File: config.mk
export PLATFORM = sky130hd
export DESIGN_NAME = software_timer_bank_core
export DESIGN_NICKNAME = d
export VERILOG_FILES = /design/src/rtl/core/stb_pkg.sv /design/src/rtl/core/stb_front.sv /design/src/rtl/core/stb_queue.sv /design/src/rtl/core/stb_back.sv /design/src/rtl/core/software_timer_bank_core.sv
export SDC_FILE = /design/constraint.sdc
export NUM_CORES = 2
export LEC_CHECK = 0
export BUFFER_PORTS_ARGS = -buffer_cell sky130_fd_sc_hd__buf_2
export CAP_MARGIN = 10
export CORE_MARGIN = 2
export CORE_UTILIZATION = 56
export DETAILED_ROUTE_END_ITERATION = 12
export GPL_TIMING_DRIVEN = 0
export PLACE_DENSITY = 0.73
export SLEW_MARGIN = 20
export SYNTH_ARGS = -nofsm -noshare
export SYNTH_HDL_FRONTEND = slang
export SYNTH_SLANG_ARGS = --single-unit
File: constraint.sdc
create_clock -name i_clk -period 12.3 [get_ports i_clk]
set_clock_uncertainty 0.05 [all_clocks]
set_input_delay 1.23 -clock i_clk [delete_from_list [all_inputs] [get_ports i_clk]]
set_output_delay 1.23 -clock i_clk [all_outputs]
set_load 0.02 [all_outputs]
File: src/rtl/core/stb_pkg.sv
// ----------------------------------------------------------------------------
// stb_pkg
// Shared types and codes for the software timer bank core.
// ----------------------------------------------------------------------------
package stb_pkg;

    localparam int ID_W   = 8;
    localparam int TICK_W = 32;
    localparam int Q_DEPTH = 2;

    localparam logic [1:0] OP_ARM    = 2'd0;
    localparam logic [1:0] OP_POLL   = 2'd1;
    localparam logic [1:0] OP_HALT   = 2'd2;
    localparam logic [1:0] OP_RESUME = 2'd3;

    localparam logic [1:0] ST_DONE     = 2'd0;
    localparam logic [1:0] ST_RUNNING  = 2'd1;
    localparam logic [1:0] ST_PARAM    = 2'd2;
    localparam logic [1:0] ST_DISABLED = 2'd3;

    typedef enum logic [2:0] {
        KIND_ARM    = 3'd0,
        KIND_POLL   = 3'd1,
        KIND_HALT   = 3'd2,
        KIND_RESUME = 3'd3,
        KIND_PARAM  = 3'd4
    } t_kind;

    // Classified command as it travels from the front to the back.
    typedef struct packed {
        t_kind               kind;
        logic [ID_W-1:0]     id;
        logic [TICK_W-1:0]   now;
        logic [TICK_W-1:0]   deadline;
        logic                wrap;
    } t_cmd;

endpackage

File: src/rtl/core/stb_front.sv
// ----------------------------------------------------------------------------
// stb_front
// Classifies an incoming command: parameter checks and arm deadline math.
// ----------------------------------------------------------------------------
module stb_front #(
    parameter int NUM_TIMERS = 16
) (
    input  logic [1:0]                i_opcode,
    input  logic [stb_pkg::ID_W-1:0]  i_timer_id,
    input  logic [stb_pkg::TICK_W-1:0] i_tick_count,
    input  logic                      i_time_unit,
    input  logic [stb_pkg::TICK_W-1:0] i_current_tick,
    output stb_pkg::t_cmd             o_cmd
);
    import stb_pkg::*;

    logic            id_bad;
    logic [TICK_W:0] sum;
    logic            wrap;

    assign id_bad = ({1'b0, i_timer_id} >= (ID_W+1)'(NUM_TIMERS));

    // Carry out of now + count marks a deadline past the wrap; the deadline
    // there is count - (MAX - now), i.e. the modular sum plus one.
    assign sum  = {1'b0, i_current_tick} + {1'b0, i_tick_count};
    assign wrap = sum[TICK_W];

    always_comb begin
        o_cmd.id       = i_timer_id;
        o_cmd.now      = i_current_tick;
        o_cmd.wrap     = wrap;
        o_cmd.deadline = sum[TICK_W-1:0] + TICK_W'(wrap);
        unique case (i_opcode)
            OP_ARM: begin
                o_cmd.kind = (id_bad || (i_tick_count == '0) || i_time_unit)
                             ? KIND_PARAM : KIND_ARM;
            end
            OP_POLL: begin
                o_cmd.kind = id_bad ? KIND_PARAM : KIND_POLL;
            end
            OP_HALT:   o_cmd.kind = KIND_HALT;
            OP_RESUME: o_cmd.kind = KIND_RESUME;
            default:   o_cmd.kind = KIND_PARAM;
        endcase
    end

endmodule

File: src/rtl/core/stb_queue.sv
// ----------------------------------------------------------------------------
// stb_queue
// Short FIFO of classified commands between the front and the back.
// ----------------------------------------------------------------------------
module stb_queue (
    input  logic          i_clk,
    input  logic          i_rst_n,
    input  logic          i_push,
    input  stb_pkg::t_cmd i_data,
    output logic          o_full,
    input  logic          i_pop,
    output logic          o_valid,
    output stb_pkg::t_cmd o_data
);
    import stb_pkg::*;

    localparam int PTR_W = $clog2(Q_DEPTH);

    t_cmd             r_mem [Q_DEPTH];
    logic [PTR_W-1:0] r_wr_ptr, n_wr_ptr;
    logic [PTR_W-1:0] r_rd_ptr, n_rd_ptr;
    logic [PTR_W:0]   r_count, n_count;
    logic             do_push, do_pop;

    assign o_full  = (r_count == (PTR_W+1)'(Q_DEPTH));
    assign o_valid = (r_count != '0);
    assign o_data  = r_mem[r_rd_ptr];
    assign do_push = i_push && !o_full;
    assign do_pop  = i_pop && o_valid;

    always_comb begin
        n_wr_ptr = do_push ? r_wr_ptr + 1'b1 : r_wr_ptr;
        n_rd_ptr = do_pop  ? r_rd_ptr + 1'b1 : r_rd_ptr;
        n_count  = r_count + (PTR_W+1)'(do_push) - (PTR_W+1)'(do_pop);
    end

    always_ff @(posedge i_clk) begin
        if (!i_rst_n) begin
            r_wr_ptr <= '0;
            r_rd_ptr <= '0;
            r_count  <= '0;
        end else begin
            r_wr_ptr <= n_wr_ptr;
            r_rd_ptr <= n_rd_ptr;
            r_count  <= n_count;
        end
    end

    always_ff @(posedge i_clk) begin
        if (do_push) begin
            r_mem[r_wr_ptr] <= i_data;
        end
    end

endmodule

File: src/rtl/core/stb_back.sv
// ----------------------------------------------------------------------------
// stb_back
// Timer state and command execution: a load stage reads the timer memories,
// an execute stage updates state and fills the result register.
// ----------------------------------------------------------------------------
module stb_back #(
    parameter int NUM_TIMERS = 16
) (
    input  logic          i_clk,
    input  logic          i_rst_n,
    input  logic          i_q_valid,
    input  stb_pkg::t_cmd i_q_data,
    output logic          o_q_pop,
    output logic          o_res_valid,
    output logic [1:0]    o_res_status,
    input  logic          i_res_ready
);
    import stb_pkg::*;

    localparam int IDX_W = (NUM_TIMERS > 1) ? $clog2(NUM_TIMERS) : 1;

    logic [TICK_W-1:0]     r_deadline_mem [NUM_TIMERS];
    logic [TICK_W-1:0]     r_start_mem    [NUM_TIMERS];
    logic [NUM_TIMERS-1:0] r_expired, n_expired;
    logic [NUM_TIMERS-1:0] r_wait_wrap, n_wait_wrap;
    logic                  r_configured, n_configured;
    logic                  r_enabled, n_enabled;

    logic                  r_x_valid;
    t_cmd                  r_x;
    logic [TICK_W-1:0]     r_x_deadline;
    logic [TICK_W-1:0]     r_x_start;

    logic                  r_out_valid;
    logic [1:0]            r_out_status;

    logic                  x_commit;
    logic                  x_load;
    logic                  blocked;
    logic                  arm_write;
    logic                  bypass;
    logic [IDX_W-1:0]      x_idx;
    logic [IDX_W-1:0]      q_idx;
    logic [1:0]            x_status;

    assign x_idx    = r_x.id[IDX_W-1:0];
    assign q_idx    = i_q_data.id[IDX_W-1:0];
    assign blocked  = r_configured && !r_enabled;
    assign x_commit = r_x_valid && (!r_out_valid || i_res_ready);
    assign x_load   = i_q_valid && (!r_x_valid || x_commit);
    assign o_q_pop  = x_load;
    assign arm_write = x_commit && (r_x.kind == KIND_ARM) && !blocked;
    // The memory read of the loading command misses a write on the same edge.
    assign bypass   = arm_write && (x_idx == q_idx);

    always_comb begin
        n_expired    = r_expired;
        n_wait_wrap  = r_wait_wrap;
        n_configured = r_configured;
        n_enabled    = r_enabled;
        x_status     = ST_DONE;
        unique case (r_x.kind)
            KIND_PARAM: x_status = ST_PARAM;
            KIND_HALT: begin
                n_enabled = 1'b0;
            end
            KIND_RESUME: begin
                n_enabled = 1'b1;
            end
            KIND_ARM: begin
                if (blocked) begin
                    x_status = ST_DISABLED;
                end else begin
                    n_configured       = 1'b1;
                    n_enabled          = 1'b1;
                    n_wait_wrap[x_idx] = r_x.wrap;
                    n_expired[x_idx]   = 1'b0;
                end
            end
            KIND_POLL: begin
                priority if (blocked) begin
                    x_status = ST_DISABLED;
                end else if (r_expired[x_idx]) begin
                    x_status = ST_DONE;
                end else if (r_wait_wrap[x_idx]) begin
                    x_status = ST_RUNNING;
                    if (r_x.now < r_x_start) begin
                        n_wait_wrap[x_idx] = 1'b0;
                    end
                end else if (r_x.now >= r_x_deadline) begin
                    x_status         = ST_DONE;
                    n_expired[x_idx] = 1'b1;
                end else begin
                    x_status = ST_RUNNING;
                end
            end
            default: x_status = ST_PARAM;
        endcase
    end

    always_ff @(posedge i_clk) begin
        if (!i_rst_n) begin
            r_expired    <= '1;
            r_wait_wrap  <= '0;
            r_configured <= 1'b0;
            r_enabled    <= 1'b0;
            r_x_valid    <= 1'b0;
            r_out_valid  <= 1'b0;
        end else begin
            if (x_commit) begin
                r_expired    <= n_expired;
                r_wait_wrap  <= n_wait_wrap;
                r_configured <= n_configured;
                r_enabled    <= n_enabled;
            end
            if (x_load) begin
                r_x_valid <= 1'b1;
            end else if (x_commit) begin
                r_x_valid <= 1'b0;
            end
            if (x_commit) begin
                r_out_valid <= 1'b1;
            end else if (i_res_ready) begin
                r_out_valid <= 1'b0;
            end
        end
    end

    // Timer memories: one write and one registered read per cycle.
    always_ff @(posedge i_clk) begin
        if (arm_write) begin
            r_deadline_mem[x_idx] <= r_x.deadline;
            r_start_mem[x_idx]    <= r_x.now;
        end
        if (x_load) begin
            r_x <= i_q_data;
            if (bypass) begin
                r_x_deadline <= r_x.deadline;
                r_x_start    <= r_x.now;
            end else begin
                r_x_deadline <= r_deadline_mem[q_idx];
                r_x_start    <= r_start_mem[q_idx];
            end
        end
        if (x_commit) begin
            r_out_status <= x_status;
        end
    end

    assign o_res_valid  = r_out_valid;
    assign o_res_status = r_out_status;

endmodule

File: src/rtl/core/software_timer_bank_core.sv
// ----------------------------------------------------------------------------
// software_timer_bank_core
// Bank of one-shot timers checked against a tick that arrives with each
// command; arm, poll, halt and resume, one status per command.
// ----------------------------------------------------------------------------
// The core takes one command per cycle while its queue has room and returns
// one status per command in order. A command is classified on entry, queued,
// read from the timer memories in a load stage and executed into the result
// register. The sustained rate of one command per cycle, held while the
// result output is not back-pressured, is set by the execute stage, which
// uses the single write and read port of the deadline and start-tick memories
// once per command; a write forwards to a command loaded on the same edge.
// No clearing pass runs after reset: never-armed timers read as expired.
module software_timer_bank_core #(
    parameter int NUM_TIMERS = 16
) (
    input  logic        i_clk,
    input  logic        i_rst_n,
    input  logic        i_s_tvalid,
    output logic        o_s_tready,
    // timer_id[7:0], tick_count[39:8], time_unit[40], current_tick[72:41], zero pad
    input  logic [79:0] i_s_tdata,
    // opcode[1:0]
    input  logic [1:0]  i_s_tuser,
    output logic        o_m_tvalid,
    input  logic        i_m_tready,
    // status_code[1:0], zero pad
    output logic [7:0]  o_m_tdata
);
    import stb_pkg::*;

    t_cmd       front_cmd;
    t_cmd       q_cmd;
    logic       q_full;
    logic       q_valid;
    logic       q_pop;
    logic [1:0] res_status;

    stb_front #(
        .NUM_TIMERS (NUM_TIMERS)
    ) u_front (
        .i_opcode       (i_s_tuser),
        .i_timer_id     (i_s_tdata[7:0]),
        .i_tick_count   (i_s_tdata[39:8]),
        .i_time_unit    (i_s_tdata[40]),
        .i_current_tick (i_s_tdata[72:41]),
        .o_cmd          (front_cmd)
    );

    stb_queue u_queue (
        .i_clk   (i_clk),
        .i_rst_n (i_rst_n),
        .i_push  (i_s_tvalid),
        .i_data  (front_cmd),
        .o_full  (q_full),
        .i_pop   (q_pop),
        .o_valid (q_valid),
        .o_data  (q_cmd)
    );

    stb_back #(
        .NUM_TIMERS (NUM_TIMERS)
    ) u_back (
        .i_clk        (i_clk),
        .i_rst_n      (i_rst_n),
        .i_q_valid    (q_valid),
        .i_q_data     (q_cmd),
        .o_q_pop      (q_pop),
        .o_res_valid  (o_m_tvalid),
        .o_res_status (res_status),
        .i_res_ready  (i_m_tready)
    );

    assign o_s_tready = !q_full;
    assign o_m_tdata  = {6'd0, res_status};

endmodule
# == Word level (Yosys, flattened, before mapping) ==
# Memory sizes are Yosys's and may differ from the RTL's. A register that Yosys moved wholly into a read port is not among the register bits.
# Index checks and enable logic that the tools add are counted.
# word_totals
reg_bits,114
latch_bits,0
ram_bits,1176
romBits,0
input_bits,86
word_cells,118
mem_count,3
# memory_table
memory,words,word_bits,read_ports,rd_clocked_by_memory_dff,write_ports,line_no,text
u_back.r_deadline_mem,16,32,1,1,1,stb_back.sv:22,logic [TICK_W-1:0] r_deadline_mem [NUM_TIMERS];
u_back.r_start_mem,16,32,1,1,1,stb_back.sv:23,logic [TICK_W-1:0] r_start_mem [NUM_TIMERS];
u_queue.r_mem,2,76,1,1,1,stb_queue.sv:19,t_cmd r_mem [Q_DEPTH];
# op_classes
add_sub_neg,6
n_mul,0
n_div,0
magnitude_cmp,5
n_eq_ne,14
shift,0
mux,40
bitwise,5
reduce_logical,30
# ops
op,count
$mux 16,10
$pmux 16 s2,2
$add 32x32->33,1
$add 32x1->32,1
$and 16x16->16,2
$ge 32x32->1,1
$logic_not 32->1,1
$lt 32x32->1,1
$bwmux 16,1
$not 16->16,1
$or 16x16->16,1
$mux 1,15
$reduce_and 7->1,2
$pmux 3 s4,1
$bmux 1 s4,2
$ge 8x5->1 const B,1
$logic_and 1x1->1,8
$mux 2,4
$ne 2x2->1 const B,4
$reduce_bool 2->1,4
$eq 2x2->1 const B,3
$eq 3x2->1 const B,2
$mux 3,2
$ne 2x1->1 const B,3
other kinds (18),27

# == Depth between registers and ports, before layout ==
# logic_depth
depth_word,11
depth_mapped,21
mapped_depth_nobuf,21

# == Hierarchy ==
# From an unflattened synthesis, not the netlist that was laid out.
# hier_totals
cells_unflattened,2788
area_unflattened_um2,55907.4
# by_module_without_submodules
module,instances,cells_per_inst,area_each_um2
stb_back,1,2115,47050.1
stb_queue,1,263,5874.4
stb_front,1,402,2930.3
software_timer_bank_core,1,8,52.6

# == Worst setup path after synthesis ==
# Ideal clock, no wire load.
# synth_timing
path_kind,in2reg
from,input i_m_tready
to,register u_queue.r_count[1]
arrival_time_ns,9.531
t_required_ns,12.135
setup_slack_ns,2.604
cell_stages,8
path_cell_list,nor2b_1 -> a21oi_1 -> ha_1 -> inv_1 -> ha_1 -> xnor2_1 -> xnor2_1 -> and2_1
# synth_between
elab_chain_cells,6
# synth_rtl
element,line_no,text
"start, declared",software_timer_bank_core.sv:26,"input logic i_m_tready,"
$logic_or 1x1->1,stb_back.sv:49,assign x_commit = r_x_valid && (!r_out_valid || i_res_ready);
$logic_and 1x1->1,stb_back.sv:49,
$logic_or 1x1->1,stb_back.sv:50,assign x_load = i_q_valid && (!r_x_valid || x_commit);
$logic_and 1x1->1,stb_back.sv:50,
named net q_pop,software_timer_bank_core.sv:36,logic q_pop;
$logic_and 1x1->1,stb_queue.sv:29,assign do_pop = i_pop && o_valid;
$sub 2x1->2,stb_queue.sv:34,n_count = r_count + (PTR_W+1)'(do_push) - (PTR_W+1)'(do_pop);
"end signal, assigned",stb_queue.sv:45,r_count <= n_count;
"end, declared",stb_queue.sv:22,"logic [PTR_W:0] r_count, n_count;"
# The timed path passes the listed nets, and every way through them passes these cells.
# A chain may end at the register's enable or synchronous reset.

==> run_results.csv <==
group,metric,value,unit
status,status,"finished clean",
routing,wl_met2,74.1,mm
routing,antenna_left,0,
floorplan,core_area,100000,um2
worst_setup_path,slowest_delay,620,ps
flow_run,maxCapViolCount,0,
yosys,ys_types,71,
routing,routed_wl,155,mm
timing,max_freq,164,MHz
floorplan,dieArea,103000,um2
cells_and_area,drive_gt1_frac,0.104,
worst_setup_path,arrival,6530,ps
clock_network,tritoncts,"built",
clock_network,cts_hold_buf,0,
min_path,worstHoldPathCells,2,
clock_network,root_buffer,"clkbuf_16",
yosys,synthTopCellsByArea,"edfxtp_1, nand2_1, a311oi_1, nand3_1, ha_1",
timing,whs,409,ps
place,place_area,60100,um2
yosys,async_flop_share,0,
global_route,grt_max_degree,52,
clock_network,clock-sinks,1347,
worst_setup_path,slowest_stage,"nor4_2",
timing,slew_headroom,0.187,
routing,vias,37500,
worst_setup_path,cp_top_family,"simple AND/OR/NAND/NOR gates",
floorplan,initial_utilization,0.565,
timing,timing.final.ws_setup,6190,ps
worst_setup_path,path_depth,21,
min_path,hold_path.class,"flop to flop",
global_route,grt_pass1_vias,36200,
place,hpwlAfterDp,107,mm
floorplan,fp.dieW,322,um
pwr,vdd_drop_max,0.152,mV
pwr,p_total,14500,uW
worst_setup_path,cp_max_fo,7,
clock_network,cts_buffer_depth,3,
routing,highest_layer,"met5",
yosys,ys_seq_area_frac,0.709,
worst_setup_path,reg2reg_depth,11,
timing,grt_setup_unrepaired,"no",
cells_and_area,layout_common_cells,"edfxtp_1, nand2_1, nand3_1",
timing,slew_viol_final,0,
pwr,leakagePower,0.0226,uW
clock_network,path_clk_slew,60,ps
worst_setup_path,path_class,"primary input to flop",
worst_setup_path,cp_data_required_time,12720,ps
floorplan,io_pins,96,
floorplan,std_cell_rows,116,
routing,m1WireLength,58.3,mm
clock_network,cts_resized,0,
pwr,power_density,225,nW/um2
timing,period_share,0.497,
worst_setup_path,critical_path_buf_inv_count,2,
clock_network,h-tree-depth,4,
global_route,grt_overflow,0,
yosys,syn_avg_cell_area,13.2,um2
routing,wl_per_cell,26.0,um
clock_network,numCtsBuffers,135,
worst_setup_path,end_kind,"flop",
global_route,grt_pass1_wl,228,mm
worst_setup_path,crit_chain,"buf_2 -> ha_1 -> inv_1 -> fa_1 -> nor2b_1 -> o31ai_2 -> a21oi_1 -> a31o_2 -> a41oi_1 -> o21bai_1 -> a21oi_1 -> o21bai_1 -> a21o_1 -> ha_1 -> nand3_1 -> nor4_1 -> and4_1 -> nand2_1 -> nor4_2 -> nand3_1 -> xnor2_1",
cells_and_area,fillers,7050,
cells_and_area,fin_util,0.643,
place,port-buffer-count,81,
clock_network,post-cts-setup-buffers,0,
routing,vias_per_cell,6.31,
yosys,synth_cells,4268,
cells_and_area,syn2layout_area_growth,14.0,%
yosys,synth_edf_count,1306,
timing,min_period,6110,ps
yosys,yosysTopAreaCellShare,0.695,
routing,drc,0,
cells_and_area,nNetsFinal,4740,
yosys,synth_top_area_cell,"edfxtp_1",
worst_setup_path,startpoint_type,"primary input",
timing,tightestPinTransition,1220,ps
routing,drt_iter0_drc,5004,
yosys,synthFlopType,"edfxtp_1",
cells_and_area,final_common_cell,"edfxtp_1",
cells_and_area,postLayoutCellArea,64300,um2
yosys,netlist_area,56500,um2
yosys,synth_warnings,0,
routing,met3RoutedLength,15.0,mm
timing,finalSetupViolCount,0,
global_route,antenna_found_initial,7,
yosys,ys_ff_latch,1347,
global_route,grtUsageTotal,0.299,
timing,final_hold_viol_count,0,
place,place_congestion,0.916,
clock_network,clock_latency,760,ps
routing,first_pass_iters,7,
floorplan,die_h,322,um
place,pre_cts_slack,5430,ps
-- stage by stage --
stage	TNS (ps)	cells
global route	0	5949
global placement	-24600	5652
finish	0	5951
CTS	0	5947
floorplan	0	4273
detailed placement	0	5713
-- flip-flops by register name (all words and copies together) (netlist names), named ones only --
name and count:
u_queue.r_count 2, u_queue.r_mem 144, u_back.r_configured 1, u_back.r_wait_wrap 16, u_back.r_start_mem 512, u_back.r_x 72
u_back.r_x_deadline 32, u_back.o_res_status 2, u_back.r_enabled 1, u_back.r_x_start 32, u_back.r_deadline_mem 512, u_back.o_res_valid 1
u_back.r_x_valid 1, u_queue.r_rd_ptr 1, u_queue.r_wr_ptr 1
-- Yosys cell counts (3+ instances only) --
library cell and count:
buf_2 23, a211oi_1 87, nor4_1 14, nand3_1 290, o21bai_1 5, a21o_1 104
o21ai_1 3, mux2_2 69, xnor2_1 39, nand4_1 24, and2_1 10, nand2b_1 6
nor2_1 59, mux2i_1 20, a31o_2 4, a311oi_1 194, buf_4 7, nor2b_1 17
a211o_1 4, o21a_1 9, a21boi_0 3, ha_1 99, nor3_1 13, inv_1 84
clkbuf_1 221, and4_1 4, buf_1 22, a21oi_1 43, nand2_1 1093, or3_1 7
mux4_2 10, or2_2 4, and3_1 138, o41ai_1 17, or4_1 3, o21ai_0 22
o211ai_1 25, dfxtp_1 41, edfxtp_1 1306, xor2_1 18, a21oi_2 3, a31oi_1 70
-- cell families (layout without fill, tap and decap cells) --
group	count (synthesis)	count (layout)	synth area share
other	1	8	0.0000664
AO/OA/AOI/OAI	613	613	0.0825
flip-flops	1347	1347	0.709
multiplexers	100	100	0.0215
adder cells (fa/ha/maj)	100	100	0.0223
buffers and inverters	360	738	0.0250
XOR/XNOR	57	57	0.00884
AND/OR/NAND/NOR	1690	1690	0.131
-- worst paths after layout --
| path | from | to | slack, ps |
|---|---|---|---|
| min reg2reg | u_back.r_wait_wrap[9] | u_back.r_wait_wrap[9] | 410 |
| min | u_back.r_wait_wrap[9] | u_back.r_wait_wrap[9] | 410 |
| max | i_s_tdata[41] | u_queue.r_mem[1][24] | 6190 |
| max reg2reg | flop | u_back.r_x_deadline[16] | 6940 |
-- final cells by class --
type	count	area (um2)	share of cell area
inverters	86	323	0.00502
clock inverters	70	764	0.0119
flip-flops and latches	1347	40000	0.622
repair buffers	144	1790	0.0277
multi-input cells	2566	15200	0.236
plain buffers	274	1100	0.0172
well taps	1298	1620	0.0252
diodes	2	5.00	0.0000778
clock buffers	164	3490	0.0542
-- per-layer routing --
layer,vias up,track usage
met4,2,0.140
li1,16600,-
met1,18500,0.389
met3,370,0.0621
met2,2070,0.485
met5,-,0
-- report_power, final --
| group | internal [uW] | switching (uW) |
|---|---|---|
| Clock | 2220 | 1760 |
| Combinational | 1260 | 2620 |
| Sequential | 5950 | 648 |
-- worst register-to-register path: cells and delay by family (launching register included) --
kind,cells,cell delay [ps]
AOI/OAI and AO/OA,4,1030
DFF,1,300
muxes,1,590
and+or+nand+nor,1,130
buffers and inverters,5,3110
(Power assumes the default switching activity.)
